**config.mk**
```make
export PLATFORM = sky130hd
export DESIGN_NAME = area_average_line_resampler
export DESIGN_NICKNAME = d
export VERILOG_FILES = /design/src/rtl/alr_pkg.sv /design/src/rtl/alr_div.sv /design/src/rtl/area_average_line_resampler.sv
export SDC_FILE = /design/constraint.sdc
export NUM_CORES = 2
export LEC_CHECK = 0
export ABC_AREA = 1
export BUFFER_PORTS_ARGS = -buffer_cell sky130_fd_sc_hd__clkbuf_2
export CAP_MARGIN = 20
export CORE_ASPECT_RATIO = 1.75
export CORE_MARGIN = 4
export CORE_UTILIZATION = 47
export CTS_BUF_LIST = sky130_fd_sc_hd__clkbuf_8
export DETAILED_ROUTE_END_ITERATION = 10
export GPL_TIMING_DRIVEN = 0
export PLACE_DENSITY = 0.61
export REMOVE_ABC_BUFFERS = 1
export SLEW_MARGIN = 25
export SYNTH_ARGS = -nofsm -noshare
export SYNTH_HDL_FRONTEND = slang
export SYNTH_HIERARCHICAL = 1
export SYNTH_SLANG_ARGS = --single-unit
```
**constraint.sdc**
```tcl
create_clock -name clk -period 6.45 [get_ports clk]
set_input_delay 0.3225 -clock clk [delete_from_list [all_inputs] [get_ports clk]]
set_output_delay 0.3225 -clock clk [all_outputs]
set_load 0.03 [all_outputs]
```
**src/rtl/alr_pkg.sv**
```systemverilog
// Shared constants, types and helpers for the area-average line resampler.
`default_nettype none

package alr_pkg;

  localparam int MAX_LEN    = 4096;
  localparam int CFG_W      = 13;
  localparam int IDX_W_CFG  = 2;
  localparam int LEN_W      = $clog2(MAX_LEN + 1);
  localparam int CH_W       = 8;
  localparam int SUM_W      = CH_W + $clog2(MAX_LEN);
  localparam int PROD_W     = CH_W + LEN_W;
  localparam int RESULT_CAP = 64;
  localparam int BUF_IDX_W  = $clog2(RESULT_CAP);
  localparam int BUF_CNT_W  = $clog2(RESULT_CAP + 1);
  localparam int PIX_W      = 4 * CH_W;

  localparam logic [IDX_W_CFG-1:0] REG_IN_LEN  = IDX_W_CFG'(0);
  localparam logic [IDX_W_CFG-1:0] REG_OUT_LEN = IDX_W_CFG'(1);

  typedef enum logic [3:0] {
    S_IDLE,
    S_ACC,
    S_CHECK,
    S_DSTART,
    S_DWAIT,
    S_WRITE,
    S_NEXT,
    S_EMIT_RD,
    S_EMIT_LD
  } state_t;

  typedef struct packed {
    logic            done;
    logic [CH_W-1:0] quot;
  } div_stat_t;

  // Map a raw length register to its working range 1..MAX_LEN.
  function automatic logic [LEN_W-1:0] eff_len(input logic [CFG_W-1:0] v);
    logic [LEN_W-1:0] r;
    if (v == '0) begin
      r = LEN_W'(1);
    end else if (32'(v) > 32'(MAX_LEN)) begin
      r = LEN_W'(MAX_LEN);
    end else begin
      r = LEN_W'(v);
    end
    return r;
  endfunction

endpackage

`default_nettype wire

```
**src/rtl/alr_div.sv**
```systemverilog
// Restoring divider: one quotient bit per cycle, 8-bit quotient.
`default_nettype none

module alr_div
  import alr_pkg::*;
(
  input  wire logic             clk,
  input  wire logic             rst_n,
  input  wire logic             start,
  input  wire logic [SUM_W-1:0] dividend,
  input  wire logic [LEN_W-1:0] divisor,
  output div_stat_t             stat
);

  logic [LEN_W-1:0] rem_r, rem_nxt;
  logic [CH_W-1:0]  low_r, low_nxt;
  logic [CH_W-1:0]  q_r, q_nxt;
  logic [2:0]       cnt_r, cnt_nxt;
  logic             busy_r, busy_nxt;
  logic [LEN_W:0]   trial;
  logic             ge;

  always_comb begin
    trial    = {rem_r, low_r[CH_W-1]};
    ge       = trial >= {1'b0, divisor};
    rem_nxt  = rem_r;
    low_nxt  = low_r;
    q_nxt    = q_r;
    cnt_nxt  = cnt_r;
    busy_nxt = busy_r;
    if (start) begin
      rem_nxt  = LEN_W'(dividend >> CH_W);
      low_nxt  = dividend[CH_W-1:0];
      q_nxt    = '0;
      cnt_nxt  = '0;
      busy_nxt = 1'b1;
    end else if (busy_r) begin
      rem_nxt = ge ? LEN_W'(trial - {1'b0, divisor}) : LEN_W'(trial);
      low_nxt = {low_r[CH_W-2:0], 1'b0};
      q_nxt   = {q_r[CH_W-2:0], ge};
      cnt_nxt = cnt_r + 3'd1;
      if (cnt_r == 3'd7) begin
        busy_nxt = 1'b0;
      end
    end
    stat.done = busy_r && (cnt_r == 3'd7);
    stat.quot = {q_r[CH_W-2:0], ge};
  end

  always_ff @(posedge clk) begin
    if (!rst_n) begin
      busy_r <= 1'b0;
      cnt_r  <= '0;
    end else begin
      busy_r <= busy_nxt;
      cnt_r  <= cnt_nxt;
    end
    rem_r <= rem_nxt;
    low_r <= low_nxt;
    q_r   <= q_nxt;
  end

endmodule

`default_nettype wire

```
**src/rtl/area_average_line_resampler.sv**
```systemverilog
// Top level of the area-average line resampler: sequencer, sums, result buffer.
//
//  channel | ports                                             | transaction
//  --------+---------------------------------------------------+------------------------
//  in      | in_valid, in_ready, in_src_pixel                  | one source pixel
//  out     | out_valid, out_ready, out_pixel, out_run_last,    | one averaged pixel
//          | out_line_done, out_overflow                       |
//  cfg     | cfg_we, cfg_index, cfg_data                       | one register write
//
// One source pixel walks its overlaps in steps: one multiply-accumulate per channel
// on the shared 8x13 multiplier, a check and a next-step decision. Each result kept
// adds four passes through the bit-serial divider, one per channel, and a buffer
// write. Results then leave one at a time through the output register, held back
// while out_ready is low.
// in_ready is high only between pixels and drops during a register write; the last
// result may still wait in the output register while the next pixel is taken.
// Reset is synchronous and needs no sweep.
`default_nettype none

module area_average_line_resampler
  import alr_pkg::*;
(
  input  wire logic                 clk,
  input  wire logic                 rst_n,
  input  wire logic                 in_valid,
  output logic                      in_ready,
  input  wire logic [PIX_W-1:0]     in_src_pixel,
  output logic                      out_valid,
  input  wire logic                 out_ready,
  output logic [PIX_W-1:0]          out_pixel,
  output logic                      out_run_last,
  output logic                      out_line_done,
  output logic                      out_overflow,
  input  wire logic                 cfg_we,
  input  wire logic [IDX_W_CFG-1:0] cfg_index,
  input  wire logic [CFG_W-1:0]     cfg_data
);

  state_t state_r, state_nxt;

  // Configuration and line state.
  logic [CFG_W-1:0] in_len_r, in_len_nxt;
  logic [CFG_W-1:0] out_len_r, out_len_nxt;
  logic [LEN_W-1:0] src_r, src_nxt;
  logic [LEN_W-1:0] dst_r, dst_nxt;
  logic [LEN_W-1:0] oidx_r, oidx_nxt;
  logic [SUM_W-1:0] sums_r [4];
  logic [SUM_W-1:0] sums_nxt [4];

  // Per-pixel working state.
  logic [PIX_W-1:0]     px_r, px_nxt;
  logic [1:0]           ch_r, ch_nxt;
  logic [PIX_W-1:0]     pix_r, pix_nxt;
  logic [BUF_CNT_W-1:0] n_r, n_nxt;
  logic [BUF_CNT_W-1:0] k_r, k_nxt;
  logic                 ovf_r, ovf_nxt;
  logic                 done_r, done_nxt;

  // Output register.
  logic             ov_r, ov_nxt;
  logic [PIX_W-1:0] opix_r, opix_nxt;
  logic             olast_r, olast_nxt;
  logic             odone_r, odone_nxt;
  logic             oovf_r, oovf_nxt;

  // Result buffer.
  logic [PIX_W-1:0] buf_mem [RESULT_CAP];
  logic [PIX_W-1:0] rd_data_r;
  logic             buf_we;

  logic [LEN_W-1:0]  il, ol, fv;
  logic [CH_W-1:0]   chan;
  logic [PROD_W-1:0] prod;
  logic [LEN_W:0]    oidx_inc;
  logic              div_start;
  div_stat_t         div_stat;
  logic              emit_last;

  assign il   = eff_len(in_len_r);
  assign ol   = eff_len(out_len_r);
  assign fv   = (src_r < dst_r) ? src_r : dst_r;
  assign chan = px_r[ch_r*CH_W +: CH_W];
  assign prod = PROD_W'(chan) * PROD_W'(fv);

  assign oidx_inc  = {1'b0, oidx_r} + (LEN_W+1)'(1);
  assign emit_last = (k_r + BUF_CNT_W'(1)) == n_r;

  alr_div u_div (
    .clk      (clk),
    .rst_n    (rst_n),
    .start    (div_start),
    .dividend (sums_r[ch_r]),
    .divisor  (il),
    .stat     (div_stat)
  );

  always_comb begin
    state_nxt   = state_r;
    in_len_nxt  = in_len_r;
    out_len_nxt = out_len_r;
    src_nxt     = src_r;
    dst_nxt     = dst_r;
    oidx_nxt    = oidx_r;
    sums_nxt    = sums_r;
    px_nxt      = px_r;
    ch_nxt      = ch_r;
    pix_nxt     = pix_r;
    n_nxt       = n_r;
    k_nxt       = k_r;
    ovf_nxt     = ovf_r;
    done_nxt    = done_r;
    ov_nxt      = ov_r;
    opix_nxt    = opix_r;
    olast_nxt   = olast_r;
    odone_nxt   = odone_r;
    oovf_nxt    = oovf_r;
    div_start   = 1'b0;
    buf_we      = 1'b0;
    in_ready    = (state_r == S_IDLE) && !cfg_we;

    // Drop the output transaction once taken.
    if (ov_r && out_ready) begin
      ov_nxt = 1'b0;
    end

    unique case (state_r)
      S_IDLE: begin
        if (cfg_we && (cfg_index == REG_IN_LEN || cfg_index == REG_OUT_LEN)) begin
          // A listed write restarts the line with the new lengths.
          if (cfg_index == REG_IN_LEN) begin
            in_len_nxt = cfg_data;
          end else begin
            out_len_nxt = cfg_data;
          end
          src_nxt  = eff_len(out_len_nxt);
          dst_nxt  = eff_len(in_len_nxt);
          oidx_nxt = '0;
          for (int p = 0; p < 4; p++) begin
            sums_nxt[p] = '0;
          end
        end else if (in_valid && !cfg_we) begin
          px_nxt   = in_src_pixel;
          ch_nxt   = '0;
          n_nxt    = '0;
          k_nxt    = '0;
          ovf_nxt  = 1'b0;
          done_nxt = 1'b0;
          // Hold counters inside their legal ranges.
          if (src_r == '0 || src_r > ol) begin
            src_nxt = ol;
          end
          if (dst_r == '0 || dst_r > il) begin
            dst_nxt = il;
          end
          state_nxt = S_ACC;
        end
      end

      S_ACC: begin
        // Accumulate one channel per cycle through the shared multiplier.
        sums_nxt[ch_r] = sums_r[ch_r] + SUM_W'(prod);
        ch_nxt         = ch_r + 2'd1;
        if (ch_r == 2'd3) begin
          src_nxt   = src_r - fv;
          dst_nxt   = dst_r - fv;
          state_nxt = S_CHECK;
        end
      end

      S_CHECK: begin
        if (dst_r == '0) begin
          // Result pixel complete: advance the line position.
          dst_nxt = il;
          if (oidx_inc >= {1'b0, ol}) begin
            oidx_nxt = '0;
            done_nxt = 1'b1;
          end else begin
            oidx_nxt = LEN_W'(oidx_inc);
          end
          if (n_r < BUF_CNT_W'(RESULT_CAP)) begin
            ch_nxt    = '0;
            state_nxt = S_DSTART;
          end else begin
            // Buffer full: drop this result but keep the state moving.
            ovf_nxt = 1'b1;
            for (int p = 0; p < 4; p++) begin
              sums_nxt[p] = '0;
            end
            state_nxt = S_NEXT;
          end
        end else begin
          state_nxt = S_NEXT;
        end
      end

      S_DSTART: begin
        div_start = 1'b1;
        state_nxt = S_DWAIT;
      end

      S_DWAIT: begin
        if (div_stat.done) begin
          pix_nxt = {div_stat.quot, pix_r[PIX_W-1:CH_W]};
          ch_nxt  = ch_r + 2'd1;
          if (ch_r == 2'd3) begin
            state_nxt = S_WRITE;
          end else begin
            state_nxt = S_DSTART;
          end
        end
      end

      S_WRITE: begin
        buf_we = 1'b1;
        n_nxt  = n_r + BUF_CNT_W'(1);
        for (int p = 0; p < 4; p++) begin
          sums_nxt[p] = '0;
        end
        state_nxt = S_NEXT;
      end

      S_NEXT: begin
        ch_nxt = '0;
        if (src_r == '0) begin
          src_nxt = ol;
          if (n_r == '0) begin
            state_nxt = S_IDLE;
          end else begin
            state_nxt = S_EMIT_RD;
          end
        end else begin
          state_nxt = S_ACC;
        end
      end

      S_EMIT_RD: begin
        // Wait for a free output register; the buffer read runs meanwhile.
        if (!ov_r) begin
          state_nxt = S_EMIT_LD;
        end
      end

      S_EMIT_LD: begin
        ov_nxt    = 1'b1;
        opix_nxt  = rd_data_r;
        olast_nxt = emit_last;
        odone_nxt = emit_last && done_r;
        oovf_nxt  = ovf_r;
        k_nxt     = k_r + BUF_CNT_W'(1);
        if (emit_last) begin
          state_nxt = S_IDLE;
        end else begin
          state_nxt = S_EMIT_RD;
        end
      end

      default: begin
        state_nxt = S_IDLE;
      end
    endcase
  end

  always_ff @(posedge clk) begin
    if (!rst_n) begin
      state_r   <= S_IDLE;
      in_len_r  <= CFG_W'(1);
      out_len_r <= CFG_W'(2048);
      src_r     <= eff_len(CFG_W'(2048));
      dst_r     <= eff_len(CFG_W'(1));
      oidx_r    <= '0;
      for (int p = 0; p < 4; p++) begin
        sums_r[p] <= '0;
      end
      ov_r      <= 1'b0;
      ch_r      <= '0;
      n_r       <= '0;
      k_r       <= '0;
      ovf_r     <= 1'b0;
      done_r    <= 1'b0;
    end else begin
      state_r   <= state_nxt;
      in_len_r  <= in_len_nxt;
      out_len_r <= out_len_nxt;
      src_r     <= src_nxt;
      dst_r     <= dst_nxt;
      oidx_r    <= oidx_nxt;
      sums_r    <= sums_nxt;
      ov_r      <= ov_nxt;
      ch_r      <= ch_nxt;
      n_r       <= n_nxt;
      k_r       <= k_nxt;
      ovf_r     <= ovf_nxt;
      done_r    <= done_nxt;
    end
    px_r    <= px_nxt;
    pix_r   <= pix_nxt;
    opix_r  <= opix_nxt;
    olast_r <= olast_nxt;
    odone_r <= odone_nxt;
    oovf_r  <= oovf_nxt;
  end

  // Result buffer: one write port, one registered read port.
  always_ff @(posedge clk) begin
    if (buf_we) begin
      buf_mem[n_r[BUF_IDX_W-1:0]] <= pix_r;
    end
    rd_data_r <= buf_mem[k_r[BUF_IDX_W-1:0]];
  end

  assign out_valid     = ov_r;
  assign out_pixel     = opix_r;
  assign out_run_last  = olast_r;
  assign out_line_done = odone_r;
  assign out_overflow  = oovf_r;

endmodule

`default_nettype wire
```
==> Yosys cells after proc, flatten, opt, wreduce, memory -nomap -nowiden <==
Memories as Yosys holds them, arrays and structs flattened. A register that Yosys moved wholly into a read port is not among the register bits.
Cells that the tools add are included.
Widths: inputs -> output; s select.
{ "classes": {"n_mux": 85, "bitwise": 3, "addsub": 9, "reduce_logical": 43, "n_lt_le_gt_ge": 12, "multipliers": 1, "n_shift": 1, "eq_ne": 26} }
{ "op_table": {"columns": ["op", "count"], "rows": [
  ["$mux 13", 29],
  ["$pmux 80 s4", 1],
  ["$mux 80", 3],
  ["$bwmux 80", 1],
  ["$logic_not 13->1", 6],
  ["$pmux 13 s3", 2],
  ["$mux 20", 3],
  ["$gt 13x13->1 const B", 4],
  ["$bmux 20 s2", 1],
  ["$demux 20 s2", 1],
  ["$sub 13x13->13", 3],
  ["$pmux 4 s9", 1],
  ["$shiftx 32x6->8", 1],
  ["$ge 14x13->1", 2],
  ["$mux 4", 7],
  ["$pmux 7 s2", 2],
  ["$gt 13x13->1", 2],
  ["$pmux 13 s2", 1],
  ["$reduce_and 5->1", 5],
  ["$mux 12", 2],
  ["$add 20x20->20", 1],
  ["$mul 8x13->20", 1],
  ["$ne 2x2->1 const B", 9],
  ["$eq 4x3->1 const B", 4],
  ["41 further kinds", 88]
]} }
{ "totals": {"ramBits": 2048, "reg_bits": 299, "n_memories": 1, "output_inout_bits": 37, "inputBits": 52} }
{ "mem_list": {"columns": ["memory", "depth", "word_bits", "rd", "rd_clocked_by_memory_dff", "write_ports", "line_no", "text"], "rows": [
  ["buf_mem", 64, 32, 1, 1, 1, "area_average_line_resampler.sv:67", "logic [PIX_W-1:0] buf_mem [RESULT_CAP];"]
]} }

==> Depth between registers and ports, before layout <==
{ "depth": {"word_depth": 10, "mapped_depth": 33, "ltp_nobuf": 32} }

==> By module <==
The synthesis kept the hierarchy.
{ "modules_own_cells": {"columns": ["mod", "instances", "seq_area_each_um2", "cells_each", "area_per_inst_um2"], "rows": [
  ["area_average_line_resampler", 1, 68475.7, 8109, 98753.5],
  ["alr_div", 1, 840.8, 343, 2496.1]
]} }

==> Worst setup path after synthesis <==
No wires, ideal clock.
{ "synth_path": {"path_kind": "reg2reg", "start": "reg dst_r[12]", "end": "reg sums_r[77] (netlist bit)", "setup_time_ns": 0.132, "arrival_ns": 5.258, "t_required_ns": 6.318, "slack_ns": 1.060, "path_stages_with_launch": 27, "path_cell_list": "dfxtp_1 -> inv_1 -> ha_1 -> nand2_1 -> inv_1 -> nand2_1 -> nand2_1 -> a21oi_1 -> nand2_1 -> buf_2 -> o21ai_1 -> inv_1 -> nand2_1 -> fa_1 -> inv_1 -> fa_1 -> fa_1 -> inv_1 -> fa_1 -> inv_1 -> ha_1 -> a21oi_1 -> o21ai_0 -> a221oi_1 -> nand3_1 -> nand3_1 -> a21oi_1"} }
{ "synth_via": {"elab_chain_cells": 6} }
{ "synth_lines": {"columns": ["element", "line_no", "text"], "rows": [
  ["start: declaration", "area_average_line_resampler.sv:45", "logic [LEN_W-1:0] dst_r, dst_nxt;"],
  ["start signal: assignment", "area_average_line_resampler.sv:269", "dst_r <= eff_len(CFG_W'(1));"],
  ["start signal: assignment", "area_average_line_resampler.sv:285", "dst_r <= dst_nxt;"],
  ["$lt 13x13->1", "area_average_line_resampler.sv:81", "assign fv = (src_r < dst_r) ? src_r : dst_r;"],
  ["$mux 13", "area_average_line_resampler.sv:81", null],
  ["$mul 8x13->20", "area_average_line_resampler.sv:83", "assign prod = PROD_W'(chan) * PROD_W'(fv);"],
  ["$add 20x20->20", "area_average_line_resampler.sv:161", "sums_nxt[ch_r] = sums_r[ch_r] + SUM_W'(prod);"],
  ["$bwmux 80", "area_average_line_resampler.sv:161", null],
  ["$pmux 80 s4", "area_average_line_resampler.sv:126", "unique case (state_r)"],
  ["end signal: assignment", "area_average_line_resampler.sv:287", "sums_r <= sums_nxt;"],
  ["end: declaration", "area_average_line_resampler.sv:47", "logic [SUM_W-1:0] sums_r [4];"]
]} }
Parallel ways exist; a longest one is shown, timed or not.
A chain may end at the register's enable or synchronous reset.

==> Worst setup path after layout <==
{ "layout_path": {"start": "reg src_r[3]", "end": "reg sums_r[59] (netlist bit)"} }
{ "layout_via": {"elab_chain_cells": 6} }
{ "layout_lines": {"columns": ["element", "line_no", "text"], "rows": [
  ["start: declaration", "area_average_line_resampler.sv:44", "logic [LEN_W-1:0] src_r, src_nxt;"],
  ["start signal: assignment", "area_average_line_resampler.sv:268", "src_r <= eff_len(CFG_W'(2048));"],
  ["start signal: assignment", "area_average_line_resampler.sv:284", "src_r <= src_nxt;"],
  ["$lt 13x13->1", "area_average_line_resampler.sv:81", null],
  ["$mux 13 (*)", "area_average_line_resampler.sv:81", null],
  ["$mul 8x13->20 (*)", "area_average_line_resampler.sv:83", null],
  ["$add 20x20->20 (*)", "area_average_line_resampler.sv:161", null],
  ["$bwmux 80 (*)", "area_average_line_resampler.sv:161", null],
  ["$pmux 80 s4 (*)", "area_average_line_resampler.sv:126", null]
]} }
Every way passes the cells marked *; elsewhere a longest branch is shown, timed or not.

==> results.yml <==
synthesis:
  ys_async_sr_fraction: 0
  ys_ff_latch: 2379
  synth-edff-count: 2167
  synth_cells: 8452
  synth_area_leaders: "edfxtp_1, o21ai_0, nor2_1"
  syn_area_um2: 101000
  yosysMostFrequentCell: "edfxtp_1"
  synth_common_cells: "edfxtp_1, nor2_1, o21ai_0, nand2_1, inv_1"
  ys_warn_count: 6
  synth_flop_cell: "edfxtp_1"
  synth_top_area_frac: 0.643
  avgSynthCellArea_um2: 12.0
  yosysTopAreaCell: "edfxtp_1"
  synth_cell_types: 56
  synth_seq_area_share: 0.685
timing:
  slew_headroom: 0.267
  clock.fmax_mhz: 160
  fin_skew_ps: 49.7
  fin_crit_sh: 0.968
  timing.hold.ws_ps: 97.9
  setup_viol_count_final: 0
  worst_pin_slew_ps: 1100
  drv_slew: 0
  hold_viol: 0
  period_minus_slack_ps: 6240
pwr:
  p_per_area_nw_per_um2: 430
  sequentialPowerShare: 0.339
  clkPwrFrac: 0.219
  vdd_ir_drop_max_mv: 1.63
  p_leak_nw: 40.5
  internal_power_mw: 29.6
  comb_power_share: 0.442
  p_sw_mw: 20.8
  finalPower_mw: 50.4
  p_sw_frac: 0.414
run:
  maxCapViolations: 0
die:
  dieArea_um2: 223000
  die_w_um: 359
  start_util: 0.472
  num_rows: 225
  core-area_um2: 215000
  ios: 89
  die_h_um: 622
placement:
  routabilityCongestion: 0.962
  dpl.hpwl_um: 198000
  dpl_cell_area_um2: 110000
  io_buffers: 88
global_routing:
  antenna_found_initial: 5
  grt_max_degree: 136
  grt_pass1_wl_um: 450000
  overflow: 0
  track_usage: 0.266
  grt_pass1_vias: 70500
clocking:
  htreeDepth: 5
  tritoncts: "done"
  clock_path_buffers: 4
  numCtsBuffers: 339
  path_clk_slew_ps: 80
  clockRootBuffer: "clkbuf_8"
  clk_latency_ps: 940
  cts_sinks: 2379
routing:
  drtPass1Iterations: 8
  vias: 70900
  post-route-drc-count: 0
  wirelength_um: 307000
  viasPerCell: 6.00
  wl_per_cell_um: 25.9
  drt_iter0_drc: 7114
  final_antenna_net_count: 0
setup_path:
  cp.arrival_ps: 7110
  cpLargestDelayFamily: "adder cells"
  crit_top_cell: "nand2_1"
  required_ps: 7320
  path_buf_inv: 9
  crit_slowest_cell: "dfxtp_1"
  cpPeakStageDelay_ps: 660
  end_kind: "flip-flop"
  crit_path_start_kind: "flip-flop"
  crit_type: "flip-flop to flip-flop"
  cp_max_fo: 8
cells_and_area:
  drive_gt1_frac: 0.117
  finish.instance_area_um2: 117000
  fin_util: 0.547
  synthToLayoutAreaGrowth_pct: 15.8
  num-nets-final: 8999
  fill_cells: 17600
hold_path:
  min_path_type: "primary input to flip-flop"
status:
  status: "finished, final reports clean"
[power groups by stage]
stage | Combinational, mW | Sequential [mW] | Clock (mW)
after detailed placement | 20.3 | 17.4 | 0
after floorplan | 14.6 | 17.3 | 0
after global routing | 24.8 | 17.1 | 11.9
after CTS | 21.0 | 17.1 | 11.2
after global placement | 20.0 | 17.4 | 0
final | 22.3 | 17.1 | 11.0
[worst paths after layout]
| check | slack (ps) | start | to | depth (start not counted) |
|---|---|---|---|---|
| worst max-delay path | 210 | src_r[3]$_SDFFE_PN0P_ | sums_r[59]$_SDFFE_PN0P_ | 32 |
| worst min-delay path | 100 | in_src_pixel[2] | px_r[2]$_DFFE_PP_ | 2 |
| worst max register to register | 210 | src_r[3]$_SDFFE_PN0P_ | sums_r[59]$_SDFFE_PN0P_ | 32 |
| worst min register to register | 400 | rd_data_r[12]$_DFF_P_ | out_pixel[12]$_DFFE_PP_ | 0 |
[repair_timing]
item	in CTS	in global routing
hold buffers	61	0
gates cloned	1	0
endpoints found under the hold margin	80	0
pin swaps	3	3
setup buffers	18	11
resized for setup	25	35
setup endpoints to repair	57	48
[per-layer routing]
metal,GRT usage,routed length [µm],share of wire,up-vias
li1,-,-,-,31500
met1,0.309,110000,0.36,35300
met2,0.469,156000,0.51,3183
met3,0.0360,19400,0.063,941
met4,0.159,21200,0.069,2
met5,0,8,0.000026,-
[flip-flops by register name, indices dropped and copies added, names as in the netlist, 2 cells and up]
register	count
buf_mem	2048
sums_r	80
out_pixel	32
pix_r	32
px_r	32
rd_data_r	32
dst_r	13
in_len_r	13
oidx_r	13
out_len_r	13
src_r	13
u_div/rem_r	13
u_div/low_r	8
k_r	7
n_r	7
u_div/q_r	7
state_r	4
u_div/cnt_r	3
ch_r	2
[through the flow]
stage	setup TNS [ps]	setup slack (ps)	std cells
detailed placement	-35280	-992	11100
CTS	0	25.8	11800
global route	-21.4	-21.4	11800
global placement	-5022230	-123630	10800
finish	0	208	11800
floorplan	-1783260	-44920	7916
[cells in the final DEF (no fill, tap or decap), types with 34 or more instances in the layout]
cell and instances:
a21oi_1 229, buf_12 59, buf_16 141, buf_8 79, clkbuf_2 87, clkbuf_8 367
clkinv_1 58, clkinv_2 43, dfxtp_1 194, dlygate4sd3_1 61, edfxtp_1 2167, fa_1 87
ha_1 134, inv_1 569, mux2i_1 64, nand2_1 793, nand3_1 347, nor2_1 1201
nor2_4 77, o211ai_1 261, o21ai_0 1046, o21ai_1 34, o221ai_1 256, o22ai_1 271
[area by class of cell]
cell class	instances	area (µm²)	area share
diodes	1	2.50	0.0000213
clock buffers	367	5050	0.0431
clock inverters	235	1070	0.00914
inverters	471	1830	0.0156
multi-input cells	5067	28800	0.245
flip-flops and latches	2379	69400	0.591
well taps	2837	3550	0.0303
repair buffers	467	7630	0.0651
[cells by family (layout without fill, tap and decap cells)]
group	after synthesis	in the layout	synth area share
AOI/OAI and AO/OA	2181	2181	0.129
buffers and inverters	1007	1540	0.0392
other	0	1	0
adders and majority gates	222	222	0.0339
muxes	64	64	0.00633
xor gates and xnor gates	30	30	0.00273
and+or+nand+nor	2569	2570	0.104
DFF	2379	2379	0.685
[worst register-to-register path, delay by kind of cell (launching register included)]
| family | cells | cell delay [ps] |
|---|---|---|
| AND/OR/NAND/NOR | 14 | 1470 |
| flip-flops | 1 | 660 |
| buffers and inverters | 9 | 810 |
| AO/OA/AOI/OAI | 3 | 610 |
| adder cells (fa/ha/maj) | 6 | 2650 |
Power figures use the tool's default switching activity.
